<file path="config.mk">
export PLATFORM = sky130hd
export DESIGN_NAME = divisor_sum_unit
export DESIGN_NICKNAME = d
export VERILOG_FILES = /design/src/dsu_pkg.sv /design/src/divisor_sum_unit.sv /design/src/dsu_div.sv
export SDC_FILE = /design/constraint.sdc
export NUM_CORES = 1
export LEC_CHECK = 0
export BUFFER_PORTS_ARGS = -buffer_cell sky130_fd_sc_hd__buf_2
export CORE_ASPECT_RATIO = 1.4
export CORE_UTILIZATION = 46
export DETAILED_ROUTE_END_ITERATION = 7
export PLACE_DENSITY = 0.63
export SLEW_MARGIN = 20
export SYNTH_ARGS = -nofsm -noshare
export SYNTH_HDL_FRONTEND = slang
export SYNTH_SLANG_ARGS = --single-unit
</file>
<file path="constraint.sdc">
create_clock -name clk -period 6.8 [get_ports clk]
set_input_delay 0.34 -clock clk [delete_from_list [all_inputs] [get_ports clk]]
set_output_delay 0.34 -clock clk [all_outputs]
set_load 0.02 [all_outputs]
</file>
<file path="src/dsu_pkg.sv">
// ----------------------------------------------------------------------------
// dsu_pkg
// shared constants and sequencer state type for the divisor sum unit
// ----------------------------------------------------------------------------
package dsu_pkg;

    localparam int WIDTH_DEFAULT = 32;

    typedef enum logic [2:0] {
        ST_IDLE,
        ST_START,
        ST_WAIT,
        ST_ADD_D,
        ST_ADD_Q,
        ST_FINISH
    } state_t;

endpackage

</file>
<file path="src/divisor_sum_unit.sv">
// ----------------------------------------------------------------------------
// divisor_sum_unit
// sum of all positive divisors of each request, by trial division to sqrt(n)
// ----------------------------------------------------------------------------
// each request: a trial division for each d from 1 to floor(sqrt(n)) + 1, an add of d
// and of n / d for each divisor pair found, then the result load; n = 0 goes straight to the load
// requests: one at a time; the next request can be taken in the cycle after
// the result is loaded
// reset: asynchronous, clears the sequencer and the output valid
module divisor_sum_unit #(
    parameter int WIDTH = dsu_pkg::WIDTH_DEFAULT
) (
    input  logic                             clk,
    input  logic                             rst_n,
    input  logic                             s_axis_tvalid,
    output logic                             s_axis_tready,
    input  logic [8*((WIDTH+7)/8)-1:0]       s_axis_tdata,  // number
    output logic                             m_axis_tvalid,
    input  logic                             m_axis_tready,
    output logic [8*((WIDTH+3+7)/8)-1:0]     m_axis_tdata   // divisor_total
);

    localparam int OW  = WIDTH + 3;
    localparam int OBW = 8 * ((OW + 7) / 8);

    dsu_pkg::state_t state_reg, state_next;

    logic [WIDTH-1:0] n_reg, n_next;
    logic [WIDTH-1:0] d_reg, d_next;
    logic [OW-1:0]    total_reg, total_next;
    logic [OW-1:0]    out_reg, out_next;
    logic             out_valid_reg, out_valid_next;

    logic             div_start;
    logic             div_done;
    logic [WIDTH-1:0] div_quo;
    logic [WIDTH-1:0] div_rem;
    logic             load_out;
    logic             accept;

    dsu_div #(.WIDTH(WIDTH)) u_div (
        .clk      (clk),
        .rst_n    (rst_n),
        .start    (div_start),
        .dividend (n_reg),
        .divisor  (d_reg),
        .done     (div_done),
        .quotient (div_quo),
        .remainder(div_rem)
    );

    // outputs of the sequencer
    always_comb
    begin
        s_axis_tready = 1'b0;
        div_start     = 1'b0;
        load_out      = 1'b0;
        unique case (state_reg)
            dsu_pkg::ST_IDLE:   s_axis_tready = 1'b1;
            dsu_pkg::ST_START:  div_start = 1'b1;
            dsu_pkg::ST_FINISH: load_out = !out_valid_reg || m_axis_tready;
            default:            ;
        endcase
    end

    assign accept = s_axis_tvalid && s_axis_tready;

    // next state
    always_comb
    begin
        state_next = state_reg;
        unique case (state_reg)
            dsu_pkg::ST_IDLE:
            begin
                if (accept)
                    state_next = (s_axis_tdata[WIDTH-1:0] == '0) ? dsu_pkg::ST_FINISH
                                                                 : dsu_pkg::ST_START;
            end
            dsu_pkg::ST_START:
                state_next = dsu_pkg::ST_WAIT;
            dsu_pkg::ST_WAIT:
            begin
                if (div_done)
                begin
                    if (d_reg > div_quo)
                        state_next = dsu_pkg::ST_FINISH;
                    else if (div_rem == '0)
                        state_next = dsu_pkg::ST_ADD_D;
                    else
                        state_next = dsu_pkg::ST_START;
                end
            end
            dsu_pkg::ST_ADD_D:
                state_next = dsu_pkg::ST_ADD_Q;
            dsu_pkg::ST_ADD_Q:
                state_next = dsu_pkg::ST_START;
            dsu_pkg::ST_FINISH:
            begin
                if (load_out)
                    state_next = dsu_pkg::ST_IDLE;
            end
            default:
                state_next = dsu_pkg::ST_IDLE;
        endcase
    end

    // datapath
    always_comb
    begin
        n_next         = n_reg;
        d_next         = d_reg;
        total_next     = total_reg;
        out_next       = out_reg;
        out_valid_next = out_valid_reg;
        if (out_valid_reg && m_axis_tready)
            out_valid_next = 1'b0;
        if (accept)
        begin
            n_next     = s_axis_tdata[WIDTH-1:0];
            d_next     = WIDTH'(1);
            total_next = '0;
        end
        if (state_reg == dsu_pkg::ST_WAIT && div_done && d_reg <= div_quo
            && div_rem != '0)
            d_next = d_reg + WIDTH'(1);
        if (state_reg == dsu_pkg::ST_ADD_D)
            total_next = total_reg + {3'b000, d_reg};
        if (state_reg == dsu_pkg::ST_ADD_Q)
        begin
            // the square root divisor counts once
            if (div_quo != d_reg)
                total_next = total_reg + {3'b000, div_quo};
            d_next = d_reg + WIDTH'(1);
        end
        if (load_out)
        begin
            out_next       = total_reg;
            out_valid_next = 1'b1;
        end
    end

    always_ff @(posedge clk or negedge rst_n)
    begin
        if (!rst_n)
        begin
            state_reg     <= dsu_pkg::ST_IDLE;
            out_valid_reg <= 1'b0;
        end
        else
        begin
            state_reg     <= state_next;
            out_valid_reg <= out_valid_next;
        end
    end

    always_ff @(posedge clk)
    begin
        n_reg     <= n_next;
        d_reg     <= d_next;
        total_reg <= total_next;
        out_reg   <= out_next;
    end

    assign m_axis_tvalid = out_valid_reg;
    assign m_axis_tdata  = {{(OBW - OW){1'b0}}, out_reg};

    a_add_exact: assert property (@(posedge clk) disable iff (!rst_n)
        (state_reg == dsu_pkg::ST_ADD_D) |-> (div_rem == '0 && d_reg <= div_quo))
        else $error("adding a trial value that does not divide");

    a_d_nonzero: assert property (@(posedge clk) disable iff (!rst_n)
        (state_reg == dsu_pkg::ST_START || state_reg == dsu_pkg::ST_WAIT) |-> (d_reg != '0))
        else $error("trial divisor is zero");

    a_out_from_finish: assert property (@(posedge clk) disable iff (!rst_n)
        $rose(m_axis_tvalid) |-> $past(state_reg == dsu_pkg::ST_FINISH))
        else $error("result shown without finishing");

endmodule

</file>
<file path="src/dsu_div.sv">
// ----------------------------------------------------------------------------
// dsu_div
// restoring divider, one quotient bit per cycle, dividend shifted in msb first
// ----------------------------------------------------------------------------
module dsu_div #(
    parameter int WIDTH = dsu_pkg::WIDTH_DEFAULT
) (
    input  logic             clk,
    input  logic             rst_n,
    input  logic             start,
    input  logic [WIDTH-1:0] dividend,
    input  logic [WIDTH-1:0] divisor,
    output logic             done,
    output logic [WIDTH-1:0] quotient,
    output logic [WIDTH-1:0] remainder
);

    localparam int CW = $clog2(WIDTH + 1);

    logic             busy_reg, busy_next;
    logic             done_reg, done_next;
    logic [CW-1:0]    cnt_reg, cnt_next;
    logic [WIDTH-1:0] rem_reg, rem_next;
    logic [WIDTH-1:0] quo_reg, quo_next;
    logic [WIDTH-1:0] div_reg, div_next;

    logic [WIDTH:0]   trial;
    logic [WIDTH:0]   diff;
    logic             fits;
    logic             last;

    assign trial = {rem_reg, quo_reg[WIDTH-1]};
    assign diff  = trial - {1'b0, div_reg};
    assign fits  = trial >= {1'b0, div_reg};
    assign last  = cnt_reg == CW'(WIDTH - 1);

    always_comb
    begin
        busy_next = busy_reg;
        done_next = 1'b0;
        cnt_next  = cnt_reg;
        rem_next  = rem_reg;
        quo_next  = quo_reg;
        div_next  = div_reg;
        if (start)
        begin
            busy_next = 1'b1;
            cnt_next  = '0;
            rem_next  = '0;
            quo_next  = dividend;
            div_next  = divisor;
        end
        else if (busy_reg)
        begin
            rem_next = fits ? diff[WIDTH-1:0] : trial[WIDTH-1:0];
            quo_next = {quo_reg[WIDTH-2:0], fits};
            cnt_next = cnt_reg + CW'(1);
            if (last)
            begin
                busy_next = 1'b0;
                done_next = 1'b1;
            end
        end
    end

    always_ff @(posedge clk or negedge rst_n)
    begin
        if (!rst_n)
        begin
            busy_reg <= 1'b0;
            done_reg <= 1'b0;
            cnt_reg  <= '0;
        end
        else
        begin
            busy_reg <= busy_next;
            done_reg <= done_next;
            cnt_reg  <= cnt_next;
        end
    end

    always_ff @(posedge clk)
    begin
        rem_reg <= rem_next;
        quo_reg <= quo_next;
        div_reg <= div_next;
    end

    assign done      = done_reg;
    assign quotient  = quo_reg;
    assign remainder = rem_reg;

    a_start_busy: assert property (@(posedge clk) disable iff (!rst_n)
        start |=> busy_reg)
        else $error("divider not busy after start");

    a_done_rem: assert property (@(posedge clk) disable iff (!rst_n)
        done_reg |-> (rem_reg < div_reg))
        else $error("remainder not below divisor");

    a_done_idle: assert property (@(posedge clk) disable iff (!rst_n)
        done_reg |-> !busy_reg)
        else $error("divider done while busy");

endmodule
</file>
======== After elaboration in Yosys (flattened, before gate mapping) ========
Cells that the tools add are included.
operators by class
  $add $sub $neg .......................... 5
  order comparisons ....................... 3
  equal/unequal tests ..................... 10
  mux-type cells .......................... 30
  reductions and logical operators ........ 15
operators with widths
  kind                                            number
  2-to-1 mux 32 bit                               6
  2-to-1 mux 35 bit                               4
  adder 35 x 32 -> 35 bit                         2
  logical NOT 32 bit                              2
  >= comparator 33 x 32 -> 1 bit                  1
  adder 32 x 1 -> 32 bit (second input constant)  1
  greater-than comparator 32 bit                  1
  less-or-equal comparator 32 bit                 1
  inequality test 32 bit                          1
  nonzero test 32 bit                             1
  subtractor 32 bit                               1
  case mux 3 bit (6 select lines)                 1
  2-to-1 mux 3 bit                                5
  2-to-1 mux 6 bit                                2
  2-to-1 mux 1 bit                                11
  adder 6 x 1 -> 6 bit (second input constant)    1
  == test 3 x 2 -> 1 bit (second input constant)  2
  == test 3 bit (second input constant)           2
  == test 6 x 5 -> 1 bit (second input constant)  1
  logical AND 1 bit                               5
  inequality test 2 bit (second input constant)   2
  nonzero test 2 bit                              2
  == test 3 x 1 -> 1 bit (second input constant)  1
  logical NOT 3 bit                               1
  6 further kinds                                 6
word-level totals
  register bits ........................... 242
  logic and storage cells ................. 75

======== Logic depth before layout (Yosys ltp) ========
Gate-level depths: netlist of the first run.
  word-level depth ........................ 7
  mapped depth ............................ 14

======== Modules after synthesis ========
Synthesis of the first run repeated with hierarchy kept, for this count alone.
unflattened totals
  cell total of the unflattened synthesis .. 1571
  area, all modules ....................... 15398.5 µm²
modules (own cells, without submodules)
  module            instances  cells each  area an instance (µm²)  sequential area each (µm²)
  divisor_sum_unit  1          1022        9572.9                  3773.6
  dsu_div           1          549         5825.6                  2762.6

======== Least setup slack after synthesis of the first run ========
No wires, ideal clock.
  path kind ............................... register -> register
  from .................................... register d_reg[19]
  to ...................................... register d_reg[0] (enable)
  setup time .............................. 0.389 ns
  arrival time ............................ 3.053 ns
  required time ........................... 6.411 ns
  slack ................................... 3.357 ns
  cell stages (with the launch flop) ...... 11
  buffers on the path ..................... 1
  path through ............................ edfxtp_1 ha_1 and3_1 a221o_1 a221o_1 nand2_1 o211ai_1 o21ai_1 a21oi_1 clkbuf_1 nand2_1
between the ends
  longest elaborated chain between the ends .. 4
ends and longest elaborated chain
  item                             line                     source
  start, declared                  divisor_sum_unit.sv:29   logic [WIDTH-1:0] d_reg, d_next;
  start signal, assigned           divisor_sum_unit.sv:159  d_reg <= d_next;
  less-or-equal comparator 32 bit  divisor_sum_unit.sv:123  if (state_reg == dsu_pkg::ST_WAIT && div_done && d_reg <= div_quo
  logical AND 1 bit                divisor_sum_unit.sv:123
  logical AND 1 bit                divisor_sum_unit.sv:124  && div_rem != '0)
  nonzero test 3 bit (no line)     n/a
Every way passes these cells.
A chain may end at the register's enable or synchronous reset.

======== Final worst setup path of the first run ========
  from .................................... register u_div.div_reg[2]
  to ...................................... register u_div.rem_reg[25] (netlist: u_div.remainder[25])
between the ends
  longest elaborated chain between the ends .. 2
  elaborated cells on any way between the ends .. 3
  those cells by class .................... add/sub: 1; order compare: 1; mux: 1
ends and longest elaborated chain
  item                                                                 line                          source
  start, declared                                                      dsu_div.sv:25                 logic [WIDTH-1:0] div_reg, div_next;
  start signal, assigned                                               dsu_div.sv:86                 div_reg <= div_next;
  subtractor 32 bit or >= comparator 33 x 32 -> 1 bit (tied branches)  dsu_div.sv:33, dsu_div.sv:34
  2-to-1 mux 32 bit (*)                                                dsu_div.sv:55                 rem_next = fits ? diff[WIDTH-1:0] : trial[WIDTH-1:0];
  end signal, assigned                                                 dsu_div.sv:84                 rem_reg <= rem_next;
  end, declared                                                        dsu_div.sv:23                 logic [WIDTH-1:0] rem_reg, rem_next;
Mark *: on every way between the ends. The rest lies on a longest branch, timed or not.

==> run summary, run 1 <==
grt total ovfl: 0
DIE HEIGHT: 221 um
share of cells above drive strength 1: 0.0981
placed cells: 2120
fin cells: 2198
post-route cell area: 17600 um2
Area contributors post-synth: edfxtp_1 31%, ha_1 10%, dfxtp_1 8.5%, a21oi_1 4.3%, o21ai_0 3.7%
Placed Area: 16400 um2
top cell type's share of synthesized area: 0.312
Clock Pin Slew Worst Setup and Hold Paths: 0.06 ns
clk sinks: 242
initial core utilization: 0.470
total power draw: 8.32 mW
Worst setup SP type: register
Root Buffer: clkbuf_16
final setup vio count: 0
synthesized cell area: 15700 um2
# DRC: 0
Leakage: 7.19 nW
Mapped Cells: 1665
core box area: 33400 um2
wire per inst: 19.3 um
drt pass-1 iters: 5
Final Cycle Share: 0.549
Place WS: 3.13 ns
# diodes: 0
Final min period: 3.73 ns
Routed WL: 42.5 mm
worst path cell trace: inv_1 -> ha_1 -> nand2_1 -> o21ai_0 -> a21oi_1 -> o211ai_1 -> nand2_1 -> a21oi_4 -> buf_4 -> nand3_1 -> o221ai_1
Row Count: 79
Synth Register Bits: 242
Synth top cells by count: 163 x edfxtp_1, 142 x nand2_1, 134 x a21oi_1
quantity of I/O buffers inserted on ports: 72
clock latency on the worst-skew pair: 0.57 ns
Crit. End Element: register
final net count: 1903
Max stage delay on crit path: 0.84 ns
Routed Antenna Nets: 0
most common cell in the netlist: edfxtp_1
Final Hold Viols: 0
slowest stage cell, crit path: a21oi_4
dominant synthesized flop cell: edfxtp_1
first-pass GRT wire length: 66.8 mm
IO Pins: 78
CTS buffer count: 25
H-tree level count: 1
WP buf/inv: 2
Peak Freq: 268 MHz
CTS tree: yes
Slew Limit Fails: 0
setup TNS: 0 ns
Yosys top cell by area: edfxtp_1
RePlAce Congestion: 0.949
Pwr Density: 473 nW/um2
width of the die: 158 um
PnR worst setup slack: 3.07 ns
maximum VDD drop: 0.242 mV
EDFF count, synth: 163
filler instances: 3098
antenna violations before repair: 0
max_cap viols: 0
Warnings, synthesis: 0
Clock Path Buffers: 3
min-delay worst type: primary input to register
Layout area overhead: 12.1%
crit-path leading delay family: compound AO/OA/AOI/OAI gates
Tot GR Track Use: 0.248
Synth async-reset ratio: 0.0496
vias per cell: 5.80
pin count of the biggest net entering global routing: 62
RSZ-0062 raised after global routing: no
Vias: 12700
status: complete, no violations
relative slew slack: 0.252
kind of critical path: register to register
Post-DP HPWL: 31.7 mm
vias in the first global route: 12500
sequential fraction of the synthesis area: 0.416
average cell area after synthesis: 9.43 um2
most frequent CP cell: nand2_1
CP arrival: 4.20 ns
Req. time, crit path: 7.27 ns
Synth cell types: 82
cts repair resizes: 0
Tightest Pin Transition: 1.11 ns
DRT iter0 DRCs: 897
Critical Path Fanout Max: 31
skew final: 0.0173 ns
total die area: 34900 um2
==> cells in the final DEF, fill, tap and decap left out, types with 12 or more instances in the layout <==
master         Yosys  routed
nor2_1           133     132
a21oi_1          134     132
buf_4              8      16
a221oi_1          18      18
dfrtp_1           12      12
xnor2_1           62      62
dlygate4sd3_1      0      32
a31oi_1           15      15
inv_1            104     103
o21ai_0          116     116
and3_1            13      13
nor2b_1           15      14
nor3_1            12      12
nor4_1            23      23
dfxtp_1           67      67
nand3_1           51      51
clkbuf_16          0      26
edfxtp_1         163     163
o21bai_1          17      17
xor2_1            53      53
nand4_1           39      39
ha_1             130     130
buf_2             11      72
a211oi_1          25      25
mux2i_1           16      16
nand2_1          142     142
a21o_1            51      51
==> what timing repair did <==
item	4_1_cts	5_1_grt
endpoints found under the hold margin	43	0
setup buffers	0	0
hold buffers	32	0
==> through the flow <==
step                      hold slack, ns   util
after CTS                         0.0277  0.527
after floorplan                   0.0444      -
final                             0.0179  0.527
after detailed placement           0.233  0.492
after global placement             0.236  0.492
after global routing              0.0104  0.527
==> per-layer routing <==
layer | vias up | track usage | routed length (um) | part of all wire
li1 | 6275 | - | - | -
met1 | 6131 | 0.298 | 17600 | 0.41
met2 | 269 | 0.459 | 22100 | 0.52
met3 | 70 | 0.0259 | 1610 | 0.038
met4 | 0 | 0.0779 | 1120 | 0.026
met5 | - | 0 | 0 | 0
==> final timing paths <==
check	startpoint	to	slack [ns]	cells past startpoint
setup reg to reg	u_div.div_reg[2]$_DFFE_PP_	u_div.remainder[25]$_SDFFE_PP0P_	3.07	11
max in group asynchronous	rst_n	u_div.cnt_reg[5]$_DFFE_PN0P_	6.39	2
min in group asynchronous	rst_n	u_div.cnt_reg[4]$_DFFE_PN0P_	0.19	2
hold reg to reg	total_reg[34]$_DFF_P_	out_reg[34]$_DFFE_PP_	0.47	0
setup / recovery	u_div.div_reg[2]$_DFFE_PP_	u_div.remainder[25]$_SDFFE_PP0P_	3.07	11
hold / removal	s_axis_tdata[24]	n_reg[24]$_DFFE_PP_	0.02	1
==> power by group <==
group	internal [mW]	total, mW	switching (mW)	leakage [nW]
clock network	0.836	1.45	0.612	0.414
registers	2.16	2.60	0.444	2.29
logic	1.66	4.27	2.61	4.49
total	4.65	8.32	3.66	7.19
==> cell type report <==
| cell class | instances | area [um2] | share of cell area |
|---|---|---|---|
| clock buffer | 33 | 687 | 0.0390 |
| clock inverter | 13 | 170 | 0.00967 |
| inverter | 104 | 393 | 0.0223 |
| multi-input combinational | 1241 | 8460 | 0.480 |
| sequential | 242 | 6540 | 0.371 |
| tap | 445 | 557 | 0.0316 |
| timing repair buffer | 120 | 801 | 0.0455 |
==> worst register-to-register path: stages, from the launching register on <==
cell,delay (ns)
edfxtp_1,0.33
inv_1,0.04
ha_1,0.35
nand2_1,0.07
o21ai_0,0.45
a21oi_1,0.30
o211ai_1,0.24
nand2_1,0.17
a21oi_4,0.84
buf_4,0.40
nand3_1,0.20
o221ai_1,0.26
==> cell families after synthesis <==
family	Yosys count	synth area share
adder cells (fa/ha/maj)	133	0.107
AO/OA/AOI/OAI	496	0.211
XOR/XNOR	115	0.0642
other	1	0.000239
AND/OR/NAND/NOR	476	0.143
flip-flops	242	0.416
multiplexers	16	0.0102
buffers and inverters	186	0.0473
(Power assumes the default switching activity.)
==> run 2, diff against run 1 <==
--- a/config.mk
+++ b/config.mk
@@ -5,11 +5,12 @@
 export SDC_FILE = /design/constraint.sdc
 export NUM_CORES = 1
 export LEC_CHECK = 0
+export ABC_AREA = 1
 export BUFFER_PORTS_ARGS = -buffer_cell sky130_fd_sc_hd__buf_2
 export CORE_ASPECT_RATIO = 1.4
 export CORE_UTILIZATION = 46
 export DETAILED_ROUTE_END_ITERATION = 7
-export PLACE_DENSITY = 0.63
+export PLACE_DENSITY = 0.65
 export SLEW_MARGIN = 20
 export SYNTH_ARGS = -nofsm -noshare
 export SYNTH_HDL_FRONTEND = slang
==> constraint.sdc (replaced) <==
create_clock -name clk -period 3.4 [get_ports clk]
set_input_delay 0.17 -clock clk [delete_from_list [all_inputs] [get_ports clk]]
set_output_delay 0.17 -clock clk [all_outputs]
set_load 0.02 [all_outputs]
==> run summary, run 2 <==
Clock Path Buffers: 3
Routed WL: 62.1 mm
Max stage delay on crit path: 0.60 ns
Worst setup SP type: register
drt pass-1 iters: 5
Synth cell types: 46
sequential fraction of design power: 0.259
core box area: 38600 um2
Clock Pin Slew Worst Setup and Hold Paths: 0.07 ns
most common cell in the netlist: nand2_1
Critical Path Fanout Max: 24
wire per inst: 19.1 um
Post-CTS Setup Inserts: 0
RePlAce Congestion: 0.976
relative slew slack: 0.502
filler instances: 3941
Post-Synth Simple-Gate Area: 0.316
Synth top cells by count: 796 x nand2_1, 431 x inv_1, 211 x nand3_1
hold buffer count at CTS: 36
CTS tree: yes
multi-input combinational cell area: 9720 um2
most frequent cells in the layout: 795 x nand2_1, 431 x inv_1, 211 x nand3_1, 203 x nor2_1, 163 x edfxtp_1
CTS buffer count: 27
most frequent CP cell: nand2_1
total die area: 40200 um2
switching share of power: 0.513
Warnings, synthesis: 0
Vias: 17500
vias per cell: 5.36
H-tree level count: 1
Crit. End Element: register
clk sinks: 242
Synth Register Bits: 242
register area: 6540 um2
Leakage: 10.0 nW
Core Util, Final: 0.528
maximum VDD drop: 0.534 mV
total power draw: 21.7 mW
skew final: 0.0293 ns
Tot GR Track Use: 0.313
Comb pwr share: 0.601
Root Buffer: clkbuf_16
min-delay worst type: primary input to register
dominant synthesized flop cell: edfxtp_1
Area contributors post-synth: edfxtp_1 27%, nand2_1 16%, ha_1 9.0%, inv_1 8.9%, dfxtp_1 7.4%
Hold Slack: 0.320 ns
synthesized cell area: 18100 um2
Placed Area: 19100 um2
internal power: 10.5 mW
compound-gate portion of the synthesized area: 0.0953
Routed Antenna Nets: 0
share of cells above drive strength 1: 0.0651
DIE HEIGHT: 237 um
pin count of the biggest net entering global routing: 51
EDFF count, synth: 163
Peak Freq: 350 MHz
average cell area after synthesis: 6.97 um2
Layout area overhead: 12.4%
CP arrival: 3.32 ns
crit-path leading delay family: simple AND/OR/NAND/NOR gates
WP buf/inv: 2
Yosys top cell by area: edfxtp_1
Req. time, crit path: 3.86 ns
Tightest Pin Transition: 0.740 ns
Slew Limit Fails: 0
setup TNS: 0 ns
slowest stage cell, crit path: edfxtp_1
Post-DP HPWL: 49.7 mm
post-synthesis mux area share: 0
Clock power frac: 0.140
Synth async-reset ratio: 0.0496
Final Cycle Share: 0.841
first-pass GRT wire length: 94.9 mm
xor/xnor share of the synthesized area: 0.0295
sw power: 11.1 mW
cts repair resizes: 0
most common cell after layout, fill and taps aside: nand2_1
Post-Synth Adder-Cell Area: 0.0931
antenna violations before repair: 0
final net count: 2883
quantity of I/O buffers inserted on ports: 72
width of the die: 170 um
Final min period: 2.86 ns
clock latency on the worst-skew pair: 0.58 ns
Pwr Density: 1060 nW/um2
Final Hold Viols: 0
final setup vio count: 0
vias in the first global route: 17400
IO Pins: 78
initial core utilization: 0.469
grt total ovfl: 0
post-route cell area: 20400 um2
# diodes: 0
DRT iter0 DRCs: 1217
# DRC: 0
worst path cell trace: ha_1 -> nand2_1 -> nor2_1 -> nand4_1 -> nor2_1 -> nand3_2 -> nand2_2 -> inv_2 -> a31oi_1 -> nand2_1 -> nand2_1 -> inv_1
Mapped Cells: 2601
Row Count: 85
RSZ-0062 raised after global routing: no
main combinational cell family by area after synthesis: simple AND/OR/NAND/NOR gates
top cell type's share of synthesized area: 0.270
status: complete, no violations
max_cap viols: 0
sequential fraction of the synthesis area: 0.361
kind of critical path: register to register
-- run 2: changes by cell type in the layout (fill, tap and decap cells not counted), sizes merged, moves of 39 or more --
| cell | change |
|---|---|
| nor2 | +78 |
| nand2 | +662 |
| nor3 | +39 |
| inv | +333 |
| nand3 | +162 |
| a21o | -46 |
-- run 2: layer usage --
metal / global-route usage / vias up / share of wire / wire, um
met2: 0.597 / 487 / 0.53 / 32900
met3: 0.0264 / 162 / 0.036 / 2230
met4: 0.174 / 0 / 0.059 / 3690
met1: 0.332 / 8117 / 0.37 / 23200
met5: 0 / - / 0 / 0
li1: - / 8691 / - / -
-- run 2: final cells by class --
cell class / count / area share
repair buffers: 132 / 0.0448
flip-flops and latches: 242 / 0.321
clock buffers: 38 / 0.0377
clock inverters: 12 / 0.00670
well taps: 522 / 0.0321
inverters: 437 / 0.0805
multi-input cells: 1874 / 0.477
-- run 2: stage by stage --
step                      setup WS, ns  cells
final                            0.541   3257
after floorplan                  0.347   2605
after detailed placement         0.624   3171
after global routing             0.456   3257
after global placement           0.648   3171
after CTS                        0.609   3257
-- run 2: worst reg2reg max path, cell delays in order (launching register included) --
cell and delay, ns:
edfxtp_1 0.60, ha_1 0.40, nand2_1 0.07, nor2_1 0.14, nand4_1 0.13, nor2_1 0.44
nand3_2 0.19, nand2_2 0.12, inv_2 0.20, a31oi_1 0.22, nand2_1 0.11, nand2_1 0.08
inv_1 0.04
-- run 2: path summary, 6_finish.rpt --
kind | slack (ns) | end | from | cells past startpoint
worst max register to register | 0.54 | total_reg[20]$_DFF_P_ | d_reg[7]$_DFFE_PP_ | 12
min in group asynchronous | 0.63 | m_axis_tvalid$_DFFE_PN0P_ | rst_n | 3
max in group asynchronous | 2.41 | u_div.cnt_reg[1]$_DFFE_PN0P_ | rst_n | 3
worst min register to register | 0.47 | u_div.remainder[29]$_SDFFE_PP0P_ | u_div.remainder[29]$_SDFFE_PP0P_ | 2
worst max-delay path | 0.54 | total_reg[20]$_DFF_P_ | d_reg[7]$_DFFE_PP_ | 12
worst min-delay path | 0.32 | n_reg[1]$_DFFE_PP_ | s_axis_tdata[1] | 2
-- run 2: power groups by stage --
stage          sequential [mW]  combinational [mW]  clock, mW
2_1_floorplan             5.19                9.46          0
3_3_place_gp              5.61                12.7          0
3_5_place_dp              5.62                12.9          0
4_1_cts                   5.57                12.9       3.08
5_1_grt                   5.71                14.6       3.18
6_report                  5.60                13.0       3.03
-- run 2: cells by family after synthesis --
logic type,Yosys count
XOR/XNOR,61
adder cells (fa/ha/maj),133
buffers and inverters,489
other,1
flip-flops,242
AND/OR/NAND/NOR,1360
AO/OA/AOI/OAI,315
==> run 3, diff against run 2 <==
--- a/config.mk
+++ b/config.mk
@@ -5,7 +5,7 @@
 export SDC_FILE = /design/constraint.sdc
 export NUM_CORES = 1
 export LEC_CHECK = 0
-export ABC_AREA = 1
+export ABC_AREA = 0
 export BUFFER_PORTS_ARGS = -buffer_cell sky130_fd_sc_hd__buf_2
 export CORE_ASPECT_RATIO = 1.4
 export CORE_UTILIZATION = 46
==> constraint.sdc (replaced) <==
create_clock -name clk -period 2.6 [get_ports clk]
set_input_delay 0.13 -clock clk [delete_from_list [all_inputs] [get_ports clk]]
set_output_delay 0.13 -clock clk [all_outputs]
set_load 0.02 [all_outputs]
==> run summary, run 3 (synthesized netlist as in run 1, its figures left out) <==
IO Pins: 78
min-delay worst type: primary input to async pin
vias in the first global route: 14200
Clock power frac: 0.130
PnR worst setup slack: -0.357 ns
Root Buffer: clkbuf_16
core box area: 33400 um2
quantity of I/O buffers inserted on ports: 72
final net count: 2230
kind of critical path: register to register
Tot GR Track Use: 0.277
DRT iter0 DRCs: 884
Clock Pin Slew Worst Setup and Hold Paths: 0.07 ns
skew final: 0.0125 ns
Placed Area: 18600 um2
Vias: 14500
initial core utilization: 0.470
Layout area overhead: 38.3%
width of the die: 158 um
most frequent cells in the layout: 302 x buf_4, 163 x edfxtp_1, 139 x nand2_1, 110 x a21oi_1, 95 x inv_1
Pwr Density: 1240 nW/um2
total die area: 34900 um2
vias per cell: 5.73
maximum VDD drop: 0.801 mV
Row Count: 79
filler instances: 2653
share of cells above drive strength 1: 0.333
RePlAce Congestion: 0.977
first-pass GRT wire length: 74.1 mm
sw power: 11.5 mW
antenna violations before repair: 1
Comb pwr share: 0.625
# DRC: 0
CP arrival: 3.37 ns
clock latency on the worst-skew pair: 0.54 ns
internal power: 15.4 mW
RSZ-0062 raised after global routing: yes
CTS buffer count: 24
max_cap viols: 0
placed cells: 2390
Routed WL: 49.3 mm
Post-DP HPWL: 34.7 mm
post-route cell area: 21700 um2
H-tree level count: 1
Final min period: 2.96 ns
status: finished with violations
Clock Path Buffers: 3
Peak Freq: 338 MHz
setup TNS: -21.66 ns
clk sinks: 242
failing checks: negative setup slack
Worst setup SP type: register
Leakage: 9.05 nW
wire per inst: 19.5 um
Req. time, crit path: 3.01 ns
grt total ovfl: 0
# diodes: 0
Critical Path Fanout Max: 3
final setup vio count: 87
fin cells: 2524
Routed Antenna Nets: 0
Final Hold Viols: 0
Tightest Pin Transition: 0.660 ns
sequential fraction of design power: 0.245
drt pass-1 iters: 6
DIE HEIGHT: 221 um
relative slew slack: 0.560
switching share of power: 0.429
Crit. End Element: register
CTS tree: yes
pin count of the biggest net entering global routing: 117
Final Cycle Share: 1.14
most common cell after layout, fill and taps aside: buf_4
Slew Limit Fails: 0
[run 3: final timing paths]
kind	startpoint	endpoint	slack (ns)	cells past startpoint
min	rst_n	u_div.cnt_reg[5]$_DFFE_PN0P_	0.03	2
min reg2reg	u_div.remainder[23]$_SDFFE_PP0P_	u_div.remainder[23]$_SDFFE_PP0P_	0.51	2
max in group asynchronous	rst_n	state_reg[1]$_DFFE_PN0P_	2.33	2
max reg2reg	d_reg[1]$_DFFE_PP_	total_reg[27]$_DFF_P_	-0.36	10
min in group clk	s_axis_tdata[9]	n_reg[9]$_DFFE_PP_	0.31	2
max	d_reg[1]$_DFFE_PP_	total_reg[27]$_DFF_P_	-0.36	10
[run 3: layout make-up]
| cell class | instances | area (um2) | area share |
|---|---|---|---|
| tap | 445 | 557 | 0.0257 |
| sequential | 242 | 6540 | 0.301 |
| clock inverter | 15 | 123 | 0.00565 |
| timing repair buffer | 445 | 3590 | 0.165 |
| inverter | 104 | 397 | 0.0183 |
| multi-input combinational | 1244 | 9850 | 0.454 |
| clock buffer | 29 | 651 | 0.0300 |
[run 3: what timing repair did]
item | CTS | global route
hold buffers | 35 | 0
endpoints found under the hold margin | 47 | 0
endpoints found under the setup margin | 120 | 132
pin swaps | 42 | 91
setup buffers | 28 | 26
resized for setup | 107 | 202
cloned | 8 | 3
[run 3: worst max-delay path: stages (launching register included)]
cell,delay [ns]
edfxtp_1,0.50
ha_4,0.26
a211o_1,0.29
a2111o_1,0.41
o311ai_4,0.10
o21ai_2,0.15
a211oi_4,0.38
o41ai_4,0.13
a31oi_1,0.24
xor2_1,0.20
o221ai_1,0.15
[run 3: through the flow]
| step | power (mW) | worst slack, ns | hold WS [ns] | util |
|---|---|---|---|---|
| after floorplan | 15.1 | -0.107 | -0.166 | - |
| after global placement | 20.4 | -0.326 | 0.0331 | 0.557 |
| after detailed placement | 20.7 | -0.377 | 0.0332 | 0.557 |
| after CTS | 25.3 | -0.311 | 0.0394 | 0.617 |
| after global routing | 28.6 | -0.449 | 0.0669 | 0.650 |
| final | 26.9 | -0.357 | 0.0346 | 0.650 |
[run 3: per-layer routing]
metal,global-route usage,part of all wire,up-vias
met5,0,0,-
li1,-,-,6943
met3,0.0278,0.047,139
met1,0.326,0.39,6911
met2,0.498,0.51,459
met4,0.138,0.049,0
[run 3: power groups by stage]
| stage | Clock [mW] | Sequential (mW) | Combinational, mW |
|---|---|---|---|
| final | 3.49 | 6.60 | 16.8 |
| after global routing | 3.70 | 6.72 | 18.2 |
| after CTS | 3.56 | 6.50 | 15.2 |
| after detailed placement | 0 | 6.54 | 14.1 |
| after global placement | 0 | 6.50 | 13.9 |
| after floorplan | 0 | 6.42 | 8.64 |
